$ cat src/rsm_pkg.sv
// ----------------------------------------------------------------------------
// Row softmax package
// Fixed-point constants shared by the row softmax modules.
// ----------------------------------------------------------------------------
package rsm_pkg;

    localparam int LOGIT_W = 16;
    localparam int EXP_W   = 17;
    localparam int SUM_W   = 23;
    localparam int QUO_W   = 33;

    // log2(e) in Q1.16 and the quadratic coefficients for 2^-f.
    localparam logic [16:0] LOG2E_Q16 = 17'd94548;
    localparam logic [16:0] POLY_C1   = 17'd43024;
    localparam logic [16:0] POLY_C2   = 17'd10256;

endpackage

$ cat src/row_softmax_top.sv
// ----------------------------------------------------------------------------
// Row softmax top level
// Streaming fixed-point softmax over rows of Q8.8 logits, built around one
// shared multiplier and a small sequencer.
// ----------------------------------------------------------------------------
//
//   Channel   Signals                         Payload
//   --------  ------------------------------  -------------------------------
//   input     in_valid / in_ready             logit (signed Q8.8)
//   output    out_valid / out_ready           probability (Q0.16), row_end
//   config    cfg_we                          cfg_wdata (row_length)
//
// A logit request is taken while the block is idle. The request that
// completes a row of n logits starts the row pass: per entry a RAM read,
// four uses of the shared multiplier and a write for the exponentials, then
// the bit-serial reciprocal, then per entry a RAM read, a multiply and a
// rounding for the probabilities. A stalled output request holds the
// sequencer in place. Reset clears the control state at once; no clearing
// pass is run.
//
module row_softmax_top #(
    parameter int MAX_ROW = 64
) (
    input  logic        clk,
    input  logic        rst_n,
    input  logic        in_valid,
    output logic        in_ready,
    input  logic [15:0] logit,
    output logic        out_valid,
    input  logic        out_ready,
    output logic [15:0] probability,
    output logic        row_end,
    input  logic        cfg_we,
    input  logic [6:0]  cfg_wdata
);

    localparam int IW = $clog2(MAX_ROW);
    localparam int CW = $clog2(MAX_ROW + 1);

    // Sequencer states.
    localparam logic [3:0] S_IDLE     = 4'd0;
    localparam logic [3:0] S_EXP_RD   = 4'd1;
    localparam logic [3:0] S_EXP_M1   = 4'd2;
    localparam logic [3:0] S_EXP_M2   = 4'd3;
    localparam logic [3:0] S_EXP_M3   = 4'd4;
    localparam logic [3:0] S_EXP_M4   = 4'd5;
    localparam logic [3:0] S_EXP_WR   = 4'd6;
    localparam logic [3:0] S_DIV_GO   = 4'd7;
    localparam logic [3:0] S_DIV_WAIT = 4'd8;
    localparam logic [3:0] S_OUT_RD   = 4'd9;
    localparam logic [3:0] S_OUT_MUL  = 4'd10;
    localparam logic [3:0] S_OUT_SH   = 4'd11;
    localparam logic [3:0] S_OUT_WAIT = 4'd12;

    logic [3:0]                         state_reg,   state_next;
    logic [6:0]                         rlen_reg,    rlen_next;
    logic [CW-1:0]                      fill_reg,    fill_next;
    logic signed [15:0]                 max_reg,     max_next;
    logic [IW-1:0]                      idx_reg,     idx_next;
    logic [IW-1:0]                      last_reg,    last_next;
    logic [rsm_pkg::SUM_W-1:0]          sum_reg,     sum_next;
    logic [48:0]                        prod_reg,    prod_next;
    logic [15:0]                        f_reg,       f_next;
    logic [9:0]                         sh_reg,      sh_next;
    logic [15:0]                        term_reg,    term_next;
    logic [31:0]                        recip_reg,   recip_next;
    logic [15:0]                        prob_reg,    prob_next;
    logic                               rend_reg,    rend_next;
    logic                               ovalid_reg,  ovalid_next;

    logic [6:0]                         eff_len;
    logic [CW-1:0]                      fill_inc;
    logic [15:0]                        row_rdata;
    logic [rsm_pkg::EXP_W-1:0]          exp_rdata;
    logic                               exp_we;
    logic [rsm_pkg::EXP_W-1:0]          exp_val;
    logic                               div_start;
    logic                               div_done;
    logic [rsm_pkg::QUO_W-1:0]          div_quo;
    logic [31:0]                        mul_a;
    logic [16:0]                        mul_b;
    logic [48:0]                        mul_p;
    logic [16:0]                        t_diff;
    logic [33:0]                        u_sum;
    logic [17:0]                        poly_p;
    logic [48:0]                        round_p;
    logic                               in_acc;
    logic                               out_acc;

    assign in_acc  = in_valid && in_ready;
    assign out_acc = ovalid_reg && out_ready;

    // A zero length means one logit; lengths past the storage are clipped.
    always_comb
    begin
        if (rlen_reg == 7'd0)
        begin
            eff_len = 7'd1;
        end
        else if (rlen_reg > 7'(MAX_ROW))
        begin
            eff_len = 7'(MAX_ROW);
        end
        else
        begin
            eff_len = rlen_reg;
        end
    end

    assign fill_inc = fill_reg + 1'b1;

    // Row and exponential storage.
    rsm_ram #(.WIDTH(rsm_pkg::LOGIT_W), .DEPTH(MAX_ROW)) u_row_ram (
        .clk   (clk),
        .we    (in_acc),
        .waddr (fill_reg[IW-1:0]),
        .wdata (logit),
        .raddr (idx_reg),
        .rdata (row_rdata)
    );

    rsm_ram #(.WIDTH(rsm_pkg::EXP_W), .DEPTH(MAX_ROW)) u_exp_ram (
        .clk   (clk),
        .we    (exp_we),
        .waddr (idx_reg),
        .wdata (exp_val),
        .raddr (idx_reg),
        .rdata (exp_rdata)
    );

    rsm_div u_div (
        .clk      (clk),
        .rst_n    (rst_n),
        .start    (div_start),
        .divisor  (sum_reg),
        .done     (div_done),
        .quotient (div_quo)
    );

    // Distance below the row maximum, never negative.
    assign t_diff = {max_reg[15], max_reg} - {row_rdata[15], row_rdata};

    // u = round(t * log2(e)) in Q.16; its integer part is the shift count.
    assign u_sum = {1'b0, prod_reg[32:0]} + 34'd128;

    // 2^-f = 1 - c1*f + c2*f^2, then scaled by 2^-n.
    assign poly_p = 18'd65536 - 18'(prod_reg[31:16]) + 18'(term_reg);
    assign exp_val = (sh_reg > 10'd16) ? '0
                                       : rsm_pkg::EXP_W'(poly_p >> sh_reg[4:0]);

    assign round_p = prod_reg + 49'd32768;

    // The shared multiplier: its operands follow the sequencer step.
    always_comb
    begin
        mul_a = '0;
        mul_b = '0;
        case (state_reg)
            S_EXP_M1:
            begin
                mul_a = {16'd0, t_diff[15:0]};
                mul_b = rsm_pkg::LOG2E_Q16;
            end
            S_EXP_M2:
            begin
                mul_a = {16'd0, u_sum[23:8]};
                mul_b = {1'b0, u_sum[23:8]};
            end
            S_EXP_M3:
            begin
                mul_a = prod_reg[31:0];
                mul_b = rsm_pkg::POLY_C2;
            end
            S_EXP_M4:
            begin
                mul_a = {16'd0, f_reg};
                mul_b = rsm_pkg::POLY_C1;
            end
            S_OUT_MUL:
            begin
                mul_a = recip_reg;
                mul_b = exp_rdata;
            end
            default:
            begin
                mul_a = '0;
                mul_b = '0;
            end
        endcase
    end

    assign mul_p = mul_a * mul_b;

    always_comb
    begin
        state_next  = state_reg;
        rlen_next   = cfg_we ? cfg_wdata : rlen_reg;
        fill_next   = fill_reg;
        max_next    = max_reg;
        idx_next    = idx_reg;
        last_next   = last_reg;
        sum_next    = sum_reg;
        prod_next   = prod_reg;
        f_next      = f_reg;
        sh_next     = sh_reg;
        term_next   = term_reg;
        recip_next  = recip_reg;
        prob_next   = prob_reg;
        rend_next   = rend_reg;
        ovalid_next = ovalid_reg;
        exp_we      = 1'b0;
        div_start   = 1'b0;

        case (state_reg)
            S_IDLE:
            begin
                if (in_acc)
                begin
                    fill_next = fill_inc;
                    if ($signed(logit) > max_reg)
                    begin
                        max_next = $signed(logit);
                    end
                    if (7'(fill_inc) >= eff_len)
                    begin
                        last_next  = fill_reg[IW-1:0];
                        idx_next   = '0;
                        sum_next   = '0;
                        state_next = S_EXP_RD;
                    end
                end
            end
            S_EXP_RD:
            begin
                state_next = S_EXP_M1;
            end
            S_EXP_M1:
            begin
                prod_next  = mul_p;
                state_next = S_EXP_M2;
            end
            S_EXP_M2:
            begin
                f_next     = u_sum[23:8];
                sh_next    = u_sum[33:24];
                prod_next  = mul_p;
                state_next = S_EXP_M3;
            end
            S_EXP_M3:
            begin
                prod_next  = mul_p;
                state_next = S_EXP_M4;
            end
            S_EXP_M4:
            begin
                term_next  = prod_reg[47:32];
                prod_next  = mul_p;
                state_next = S_EXP_WR;
            end
            S_EXP_WR:
            begin
                exp_we   = 1'b1;
                sum_next = sum_reg + rsm_pkg::SUM_W'(exp_val);
                if (idx_reg == last_reg)
                begin
                    state_next = S_DIV_GO;
                end
                else
                begin
                    idx_next   = idx_reg + 1'b1;
                    state_next = S_EXP_RD;
                end
            end
            S_DIV_GO:
            begin
                div_start  = 1'b1;
                state_next = S_DIV_WAIT;
            end
            S_DIV_WAIT:
            begin
                if (div_done)
                begin
                    recip_next = div_quo[31:0];
                    idx_next   = '0;
                    state_next = S_OUT_RD;
                end
            end
            S_OUT_RD:
            begin
                state_next = S_OUT_MUL;
            end
            S_OUT_MUL:
            begin
                prod_next  = mul_p;
                state_next = S_OUT_SH;
            end
            S_OUT_SH:
            begin
                prob_next   = (|round_p[48:32]) ? 16'hFFFF : round_p[31:16];
                rend_next   = (idx_reg == last_reg);
                ovalid_next = 1'b1;
                state_next  = S_OUT_WAIT;
            end
            S_OUT_WAIT:
            begin
                if (out_acc)
                begin
                    ovalid_next = 1'b0;
                    if (idx_reg == last_reg)
                    begin
                        fill_next  = '0;
                        max_next   = -16'sd32768;
                        state_next = S_IDLE;
                    end
                    else
                    begin
                        idx_next   = idx_reg + 1'b1;
                        state_next = S_OUT_RD;
                    end
                end
            end
            default:
            begin
                state_next = S_IDLE;
            end
        endcase
    end

    always_ff @(posedge clk or negedge rst_n)
    begin
        if (!rst_n)
        begin
            state_reg  <= S_IDLE;
            rlen_reg   <= 7'd64;
            fill_reg   <= '0;
            max_reg    <= -16'sd32768;
            idx_reg    <= '0;
            last_reg   <= '0;
            sum_reg    <= '0;
            ovalid_reg <= 1'b0;
        end
        else
        begin
            state_reg  <= state_next;
            rlen_reg   <= rlen_next;
            fill_reg   <= fill_next;
            max_reg    <= max_next;
            idx_reg    <= idx_next;
            last_reg   <= last_next;
            sum_reg    <= sum_next;
            ovalid_reg <= ovalid_next;
        end
    end

    // Datapath registers carry no reset.
    always_ff @(posedge clk)
    begin
        prod_reg  <= prod_next;
        f_reg     <= f_next;
        sh_reg    <= sh_next;
        term_reg  <= term_next;
        recip_reg <= recip_next;
        prob_reg  <= prob_next;
        rend_reg  <= rend_next;
    end

    assign in_ready    = (state_reg == S_IDLE);
    assign out_valid   = ovalid_reg;
    assign probability = prob_reg;
    assign row_end     = rend_reg;

endmodule

$ cat src/rsm_ram.sv
// ----------------------------------------------------------------------------
// Row softmax RAM
// Generic one-write, one-read memory with a registered read port.
// ----------------------------------------------------------------------------
module rsm_ram #(
    parameter int WIDTH = 16,
    parameter int DEPTH = 64
) (
    input  logic                     clk,
    input  logic                     we,
    input  logic [$clog2(DEPTH)-1:0] waddr,
    input  logic [WIDTH-1:0]         wdata,
    input  logic [$clog2(DEPTH)-1:0] raddr,
    output logic [WIDTH-1:0]         rdata
);

    logic [WIDTH-1:0] mem [DEPTH];

    always_ff @(posedge clk)
    begin
        if (we)
        begin
            mem[waddr] <= wdata;
        end
        rdata <= mem[raddr];
    end

endmodule

$ cat src/rsm_div.sv
// ----------------------------------------------------------------------------
// Row softmax reciprocal divider
// Restoring divider that forms 2^32 / divisor, one quotient bit per cycle.
// ----------------------------------------------------------------------------
module rsm_div (
    input  logic                       clk,
    input  logic                       rst_n,
    input  logic                       start,
    input  logic [rsm_pkg::SUM_W-1:0]  divisor,
    output logic                       done,
    output logic [rsm_pkg::QUO_W-1:0]  quotient
);

    localparam int CNT_W = $clog2(rsm_pkg::QUO_W);

    logic                       run_reg,  run_next;
    logic                       done_reg, done_next;
    logic [CNT_W-1:0]           cnt_reg,  cnt_next;
    logic [rsm_pkg::SUM_W-1:0]  rem_reg,  rem_next;
    logic [rsm_pkg::QUO_W-1:0]  quo_reg,  quo_next;
    logic [rsm_pkg::SUM_W:0]    rem_sh;
    logic                       dbit;
    logic                       fits;

    // The dividend is 2^32: only its top bit is set.
    assign dbit   = (cnt_reg == CNT_W'(rsm_pkg::QUO_W - 1));
    assign rem_sh = {rem_reg, dbit};
    assign fits   = (rem_sh >= {1'b0, divisor});

    always_comb
    begin
        run_next  = run_reg;
        done_next = 1'b0;
        cnt_next  = cnt_reg;
        rem_next  = rem_reg;
        quo_next  = quo_reg;
        if (start)
        begin
            run_next = 1'b1;
            cnt_next = CNT_W'(rsm_pkg::QUO_W - 1);
            rem_next = '0;
            quo_next = '0;
        end
        else if (run_reg)
        begin
            rem_next = fits ? rsm_pkg::SUM_W'(rem_sh - {1'b0, divisor})
                            : rsm_pkg::SUM_W'(rem_sh);
            quo_next = {quo_reg[rsm_pkg::QUO_W-2:0], fits};
            if (cnt_reg == '0)
            begin
                run_next  = 1'b0;
                done_next = 1'b1;
            end
            else
            begin
                cnt_next = cnt_reg - 1'b1;
            end
        end
    end

    always_ff @(posedge clk or negedge rst_n)
    begin
        if (!rst_n)
        begin
            run_reg  <= 1'b0;
            done_reg <= 1'b0;
            cnt_reg  <= '0;
            rem_reg  <= '0;
            quo_reg  <= '0;
        end
        else
        begin
            run_reg  <= run_next;
            done_reg <= done_next;
            cnt_reg  <= cnt_next;
            rem_reg  <= rem_next;
            quo_reg  <= quo_next;
        end
    end

    assign done     = done_reg;
    assign quotient = quo_reg;

endmodule

$ cat config.mk
export PLATFORM = sky130hd
export DESIGN_NAME = row_softmax_top
export DESIGN_NICKNAME = d
export VERILOG_FILES = /design/src/rsm_pkg.sv /design/src/row_softmax_top.sv /design/src/rsm_ram.sv /design/src/rsm_div.sv
export SDC_FILE = /design/constraint.sdc
export NUM_CORES = 2
export LEC_CHECK = 0
export BUFFER_PORTS_ARGS = -buffer_cell sky130_fd_sc_hd__clkbuf_2
export CAP_MARGIN = 10
export CORE_MARGIN = 3
export CORE_UTILIZATION = 45
export CTS_CLUSTER_DIAMETER = 100
export DETAILED_ROUTE_END_ITERATION = 8
export PLACE_DENSITY = 0.61
export SLEW_MARGIN = 20
export SYNTH_ARGS = -nofsm -noshare
export SYNTH_HDL_FRONTEND = slang
export SYNTH_HIERARCHICAL = 1
export SYNTH_SLANG_ARGS = --single-unit
$ cat constraint.sdc
create_clock -name clk -period 18.7 [get_ports clk]
set_clock_uncertainty 0.1 [all_clocks]
set_input_delay 0.935 -clock clk [delete_from_list [all_inputs] [get_ports clk]]
set_output_delay 0.935 -clock clk [all_outputs]
set_load 0.01 [all_outputs]
Word-level counts from Yosys, hierarchy flattened
Memories as Yosys holds them, arrays and structs flattened. A register that Yosys moved wholly into a read port is not among the register bits.
Cells that the tools add are included.
Word-level totals
  word-level logic and storage cells: 133
  output and inout port bits: 19
  memories: 2
  register bits: 273
  bits of input ports: 28
  RAM bits: 2112
Memories
  u_exp_ram.mem: depth 64, width 17, read ports 1, clocked after memory_dff 1, write ports 1, RTL line rsm_ram.sv:17  | logic [WIDTH-1:0] mem [DEPTH];
  u_row_ram.mem: depth 64, width 16, read ports 1, clocked after memory_dff 1, write ports 1, RTL line rsm_ram.sv:17
Operators by class
  shifts and indexed selects: 1
  muxes and demuxes: 52
  $mul: 1
  add/subtract/negate cells: 10
  reductions and logical operators: 21
  eq/ne operators: 21
  magnitude comparators: 5
Operator list (number)
  32-bit case mux with 5 select lines: 1
  23-bit two-way mux: 5
  17-bit case mux with 5 select lines: 1
  16-bit two-way mux: 4
  32-bit two-way mux: 2
  4-bit case mux with 13 select lines: 1
  49-bit by 16-bit adder with 49-bit output (second input constant): 1
  32-bit by 17-bit multiplier with 49-bit output: 1
  6-bit two-way mux: 8
  23-bit case mux with 2 select lines: 1
  7-bit two-way mux: 5
  33-bit by 8-bit adder with 34-bit output (second input constant): 1
  16-bit case mux with 2 select lines: 1
  24-bit by 23-bit greater-or-equal comparator with 1-bit output: 1
  6-bit case mux with 4 select lines: 1
  23-bit by 17-bit adder with 23-bit output: 1
  23-bit subtractor: 1
  4-bit equality test (second input constant): 5
  4-bit two-way mux: 5
  18-bit by 16-bit adder with 18-bit output: 1
  18-bit by 5-bit right shift with 17-bit output: 1
  17-bit by 16-bit subtractor with 18-bit output (first input constant): 1
  17-bit two-way mux: 1
  17-bit OR reduction: 1
  30 further kinds: 60

Logic depth before layout (Yosys ltp)
  depth after elaboration: 7
  depth in mapped cells: 35
  mapped depth without buffers: 34

Modules after synthesis
The synthesis kept the hierarchy.
Modules (own cells, without submodules)
  rsm_ram at u_exp_ram: cells each 1953, seq. area each 33011.7 µm², times used 1, area an instance 42344.4 µm²
  rsm_ram at u_row_ram: cells each 1829, seq. area each 31069.8 µm², times used 1, area an instance 40042.2 µm²
  row_softmax_top: cells each 3374, seq. area each 5958.2 µm², times used 1, area an instance 30256.5 µm²
  rsm_div: cells each 461, seq. area each 1601.5 µm², times used 1, area an instance 4206.5 µm²

Worst setup path before layout
Ideal clock, no wire load.
  path kind: flip-flop to flip-flop
  start: register state_reg[1]
  end: register prod_reg[33], data pin
  data required time: 18.438 ns
  library setup time: 0.162 ns
  cell stages (with the launch flop): 32
  period minus slack after synthesis: 8.828 ns
  path slack: 9.872 ns
  data arrival time: 8.566 ns
  buffers on the path: 6
  cells stage by stage: dfrtp_1 clkbuf_1 nand2_1 or3_1 clkbuf_1 inv_1 clkbuf_1 nand2_1 nand2_1 clkbuf_1 buf_1 nand2_1 fa_1 inv_1 fa_1 fa_1 fa_1 fa_1 inv_1 fa_1 inv_1 ha_1 clkbuf_1 and3_1 nor2b_1 nand3_1 o21ai_0 o21bai_1 o221a_2 nor3_1 or4b_2 o2111ai_1
Between the ends
  longest elaborated chain between the ends: 3
  elaborated cells on any way between the ends: 8
  classes of those cells: mul (1); eq/ne (5); mux (2)
RTL lines
  from (decl): RTL line row_softmax_top.sv:55  | logic [3:0] state_reg, state_next;
  from (signal assigned): RTL line row_softmax_top.sv:344  | state_reg <= state_next;
  4-bit equality test (tied with other cells): RTL line row_softmax_top.sv:158  | case (state_reg)
  32-bit case mux with 5 select lines or 17-bit case mux with 5 select lines (tied branches): RTL line row_softmax_top.sv:158
  32-bit by 17-bit multiplier with 49-bit output (*): RTL line row_softmax_top.sv:192  | assign mul_p = mul_a * mul_b;
  net mul_p[33]: RTL line row_softmax_top.sv:82  | logic [48:0] mul_p;
  to (signal assigned): RTL line row_softmax_top.sv:358  | prod_reg <= prod_next;
  to (decl): RTL line row_softmax_top.sv:62  | logic [48:0] prod_reg, prod_next;
Mark *: on every way through the listed nets, which the timed path passes. The rest lies on a longest branch.
A chain may end at the register's enable or synchronous reset.

Final worst setup path
  start: register state_reg[1]
  end: register prod_reg[42], data pin
Same word-level chain as after synthesis.

==> flow_summary.ini <==
[drt]
drt_pass1_iterations = 5
post_drt_via_cell_ratio = 5.908
totalWireLength_um = 311100
drt.antenna.violating_nets = 0
detail_route.drc_violations = 0
route.vias.total = 67230
routed_wire_length_per_instance_um = 27.34
dr.first_iter.drc_count = 7193

[global_route]
pin_count_of_the_biggest_net_entering_global_routing = 121
grt_pass1_vias = 68400
grt_use_total_pct = 23.55
remaining_global_route_overflow = 0
antenna_found_initial = 12
grt_pass1_wl_um = 462600

[cts]
tritoncts_num_sinks = 2418
cts_max_level = 5
cts.root.buffer_cell = sky130_fd_sc_hd__clkbuf_16
total_clock_buffers_created_by_cts = 274
worst_setup_hold_path_clk_slew_ns = 0.06
cts_tree = done
longest_clk_path_bufs = 4
worst_skew_pair.late_latency_ns = 0.94

[placed_design]
place_congestion = 0.9207
numPlacedInstances = 10910
dpl_cell_area_um2 = 121500
place_hpwl_um = 198600
placement.io_buffers = 46

[sta]
maxSlewViolCount = 0
max_freq_mhz = 99.95
worst_pin_slew_ns = 1.169
rsz0062_at_grt = false
slew_headroom_pct = 21.33
period_needed_ns = 10.01
setup_failing_eps_final = 0
ratio_of_final_minimum_period_to_clock_period_pct = 53.50
hold_viol_final = 0
totalNegativeSetupSlack_ns = 0

[min_path]
min-delay-path-class = primary input to flip-flop
min_delay_path_depth = 3
timing.hold.worst.start = cfg_wdata[6]
hold-path-endpoint = rlen_reg[6]

[power]
fin_total_pwr_mw = 13.89
vdd.ir_drop.worst_v = 0.00008786
p_sw_share_pct = 28.61
internal_cell_power_mw = 9.914
power.static_leakage_nw = 43.76
power.net_switching_mw = 3.974
combinationalPowerShare_pct = 18.4
power_frac_seq_pct = 45.6
clkPwrFrac_pct = 35.9
power.density_cell_area_nw_per_um2 = 107.0

[run]
maxCapViolations = 0

[layout]
post-route-cell-area_um2 = 129800
final_core_util_pct = 50.37
design.final.nets = 8507
instances_no_fill = 11380
final_layout_size_suffix_gt1_share_pct = 16.18
largest_register_ff_count = 1088
p_r_area_growth_vs_syn_pct = 11.10

[floorplan]
start_util_pct = 45.34
floorplan.die.width_um = 515.5
floorplan.rows = 186
die-area_um2 = 265700
fp.coreArea_um2 = 257600
fp.dieH_um = 515.5
i_o_pin_cnt = 47

[setup_path]
length_in_cells_of_the_worst_reg_to_reg_path = 25
capturing_point_of_the_worst_reg2reg_path = prod_reg[42]
arrival_ns = 10.65
crit_path_end_kind = flip-flop
cp-start-kind = flip-flop
worstPathMaxFanout = 36
worstSetupPathType = flip-flop to flip-flop
cp_data_required_time_ns = 19.35
r2r_slack_ns = 8.69
crit-reg2reg-launch = state_reg[1]

[synth]
synth_nets = 8318
synth.avg_cell_area_um2 = 15.34
postSynthCellCount = 7614
ys_warn_count = 6
synth.cell_area_um2 = 116800

[run_status]
status = completed
[per-layer routing]
metal	track usage (%)	routed length (µm)
met1	33.28	130300
met5	0	33
met3	4.493	24240
met2	37.05	145800
met4	7.469	10810
[worst max path at each step]
stage                      start            to  slack [ns]  cells after the start
floorplan           state_reg[1]  prod_reg[33]        9.87                     31
global placement      max_reg[1]  prod_reg[42]        9.06                     27
detailed placement    max_reg[0]  prod_reg[33]        8.95                     31
CTS                   max_reg[0]  prod_reg[33]        8.93                     31
global route          max_reg[0]  prod_reg[33]        8.28                     31
finish              state_reg[1]  prod_reg[42]        8.69                     25
[layout make-up]
cell class / instances / area (µm²)
Antenna cell: 11 / 27.53
Clock buffer: 355 / 7347
Clock inverter: 103 / 842.1
Fill cell: 21210 / 127900
Inverter: 639 / 2399
Multi-Input combinational cell: 4163 / 41040
Sequential cell: 2418 / 71640
Tap cell: 3384 / 4234
Timing Repair Buffer: 307 / 2248
[per-stage QoR]
step | setup slack [ns] | hold slack [ns]
floorplan | 9.872 | 0.3242
global placement | 9.058 | 0.3399
detailed placement | 8.954 | 0.3421
CTS | 8.925 | 0.08945
global route | 8.277 | 0.1357
finish | 8.695 | 0.1610
[repair_timing]
item	in CTS	in global routing
resized for setup	0	0
endpoints found under the hold margin	10	0
buffers inserted	0	0
hold buffers	1	0
[power by group through the flow]
| stage | registers (mW) | clock network [mW] | logic (mW) |
|---|---|---|---|
| after detailed placement | 6.45 | 0 | 2.52 |
| final | 6.34 | 4.99 | 2.56 |
| after global routing | 6.36 | 5.31 | 2.78 |
| after CTS | 6.34 | 5.09 | 2.54 |
| after floorplan | 6.31 | 0 | 1.76 |
| after global placement | 6.44 | 0 | 2.50 |
[cell usage in the layout (no fill, tap or decap), types with 33 or more instances in the layout]
cell type,n
sky130_fd_sc_hd__edfxtp_1,2252
sky130_fd_sc_hd__nand2_1,654
sky130_fd_sc_hd__inv_1,637
sky130_fd_sc_hd__fa_1,453
sky130_fd_sc_hd__mux4_2,447
sky130_fd_sc_hd__nor2_1,418
sky130_fd_sc_hd__clkbuf_16,279
sky130_fd_sc_hd__mux2i_1,260
sky130_fd_sc_hd__buf_4,256
sky130_fd_sc_hd__ha_1,223
sky130_fd_sc_hd__a21oi_1,176
sky130_fd_sc_hd__dfrtp_1,125
sky130_fd_sc_hd__a22oi_1,124
sky130_fd_sc_hd__nand3_1,119
sky130_fd_sc_hd__xnor2_1,93
sky130_fd_sc_hd__nor2b_1,78
sky130_fd_sc_hd__and2_1,78
sky130_fd_sc_hd__o21ai_0,75
sky130_fd_sc_hd__a21o_1,68
sky130_fd_sc_hd__a211oi_1,68
sky130_fd_sc_hd__clkbuf_1,68
sky130_fd_sc_hd__xor2_1,63
sky130_fd_sc_hd__a221oi_1,60
sky130_fd_sc_hd__mux2_2,54
sky130_fd_sc_hd__nand4_1,45
sky130_fd_sc_hd__nor3_1,45
sky130_fd_sc_hd__clkbuf_2,45
sky130_fd_sc_hd__clkinv_1,41
sky130_fd_sc_hd__a31oi_1,40
sky130_fd_sc_hd__a22o_1,35
sky130_fd_sc_hd__clkinv_2,34
sky130_fd_sc_hd__dfxtp_1,33
[worst max-delay path, cell delays in order, from the launching register on]
cell and delay (ns):
sky130_fd_sc_hd__dfrtp_1 0.70, sky130_fd_sc_hd__nand2_1 0.27, sky130_fd_sc_hd__or3_1 0.52, sky130_fd_sc_hd__inv_1 0.17, sky130_fd_sc_hd__buf_4 0.43, sky130_fd_sc_hd__nand2_1 0.27
sky130_fd_sc_hd__nand2_1 0.60, sky130_fd_sc_hd__buf_4 0.40, sky130_fd_sc_hd__nand2_1 0.12, sky130_fd_sc_hd__fa_1 0.53, sky130_fd_sc_hd__fa_1 0.45, sky130_fd_sc_hd__fa_1 0.52
sky130_fd_sc_hd__inv_1 0.05, sky130_fd_sc_hd__fa_1 0.48, sky130_fd_sc_hd__inv_1 0.06, sky130_fd_sc_hd__fa_1 0.54, sky130_fd_sc_hd__inv_1 0.06, sky130_fd_sc_hd__fa_1 0.47
sky130_fd_sc_hd__ha_1 0.43, sky130_fd_sc_hd__nand4_1 0.19, sky130_fd_sc_hd__o311ai_0 0.48, sky130_fd_sc_hd__nand2_1 0.39, sky130_fd_sc_hd__o21ai_0 0.77, sky130_fd_sc_hd__a211oi_1 0.23
sky130_fd_sc_hd__or4_1 0.54, sky130_fd_sc_hd__nand4_1 0.08
(Power assumes the default switching activity.)
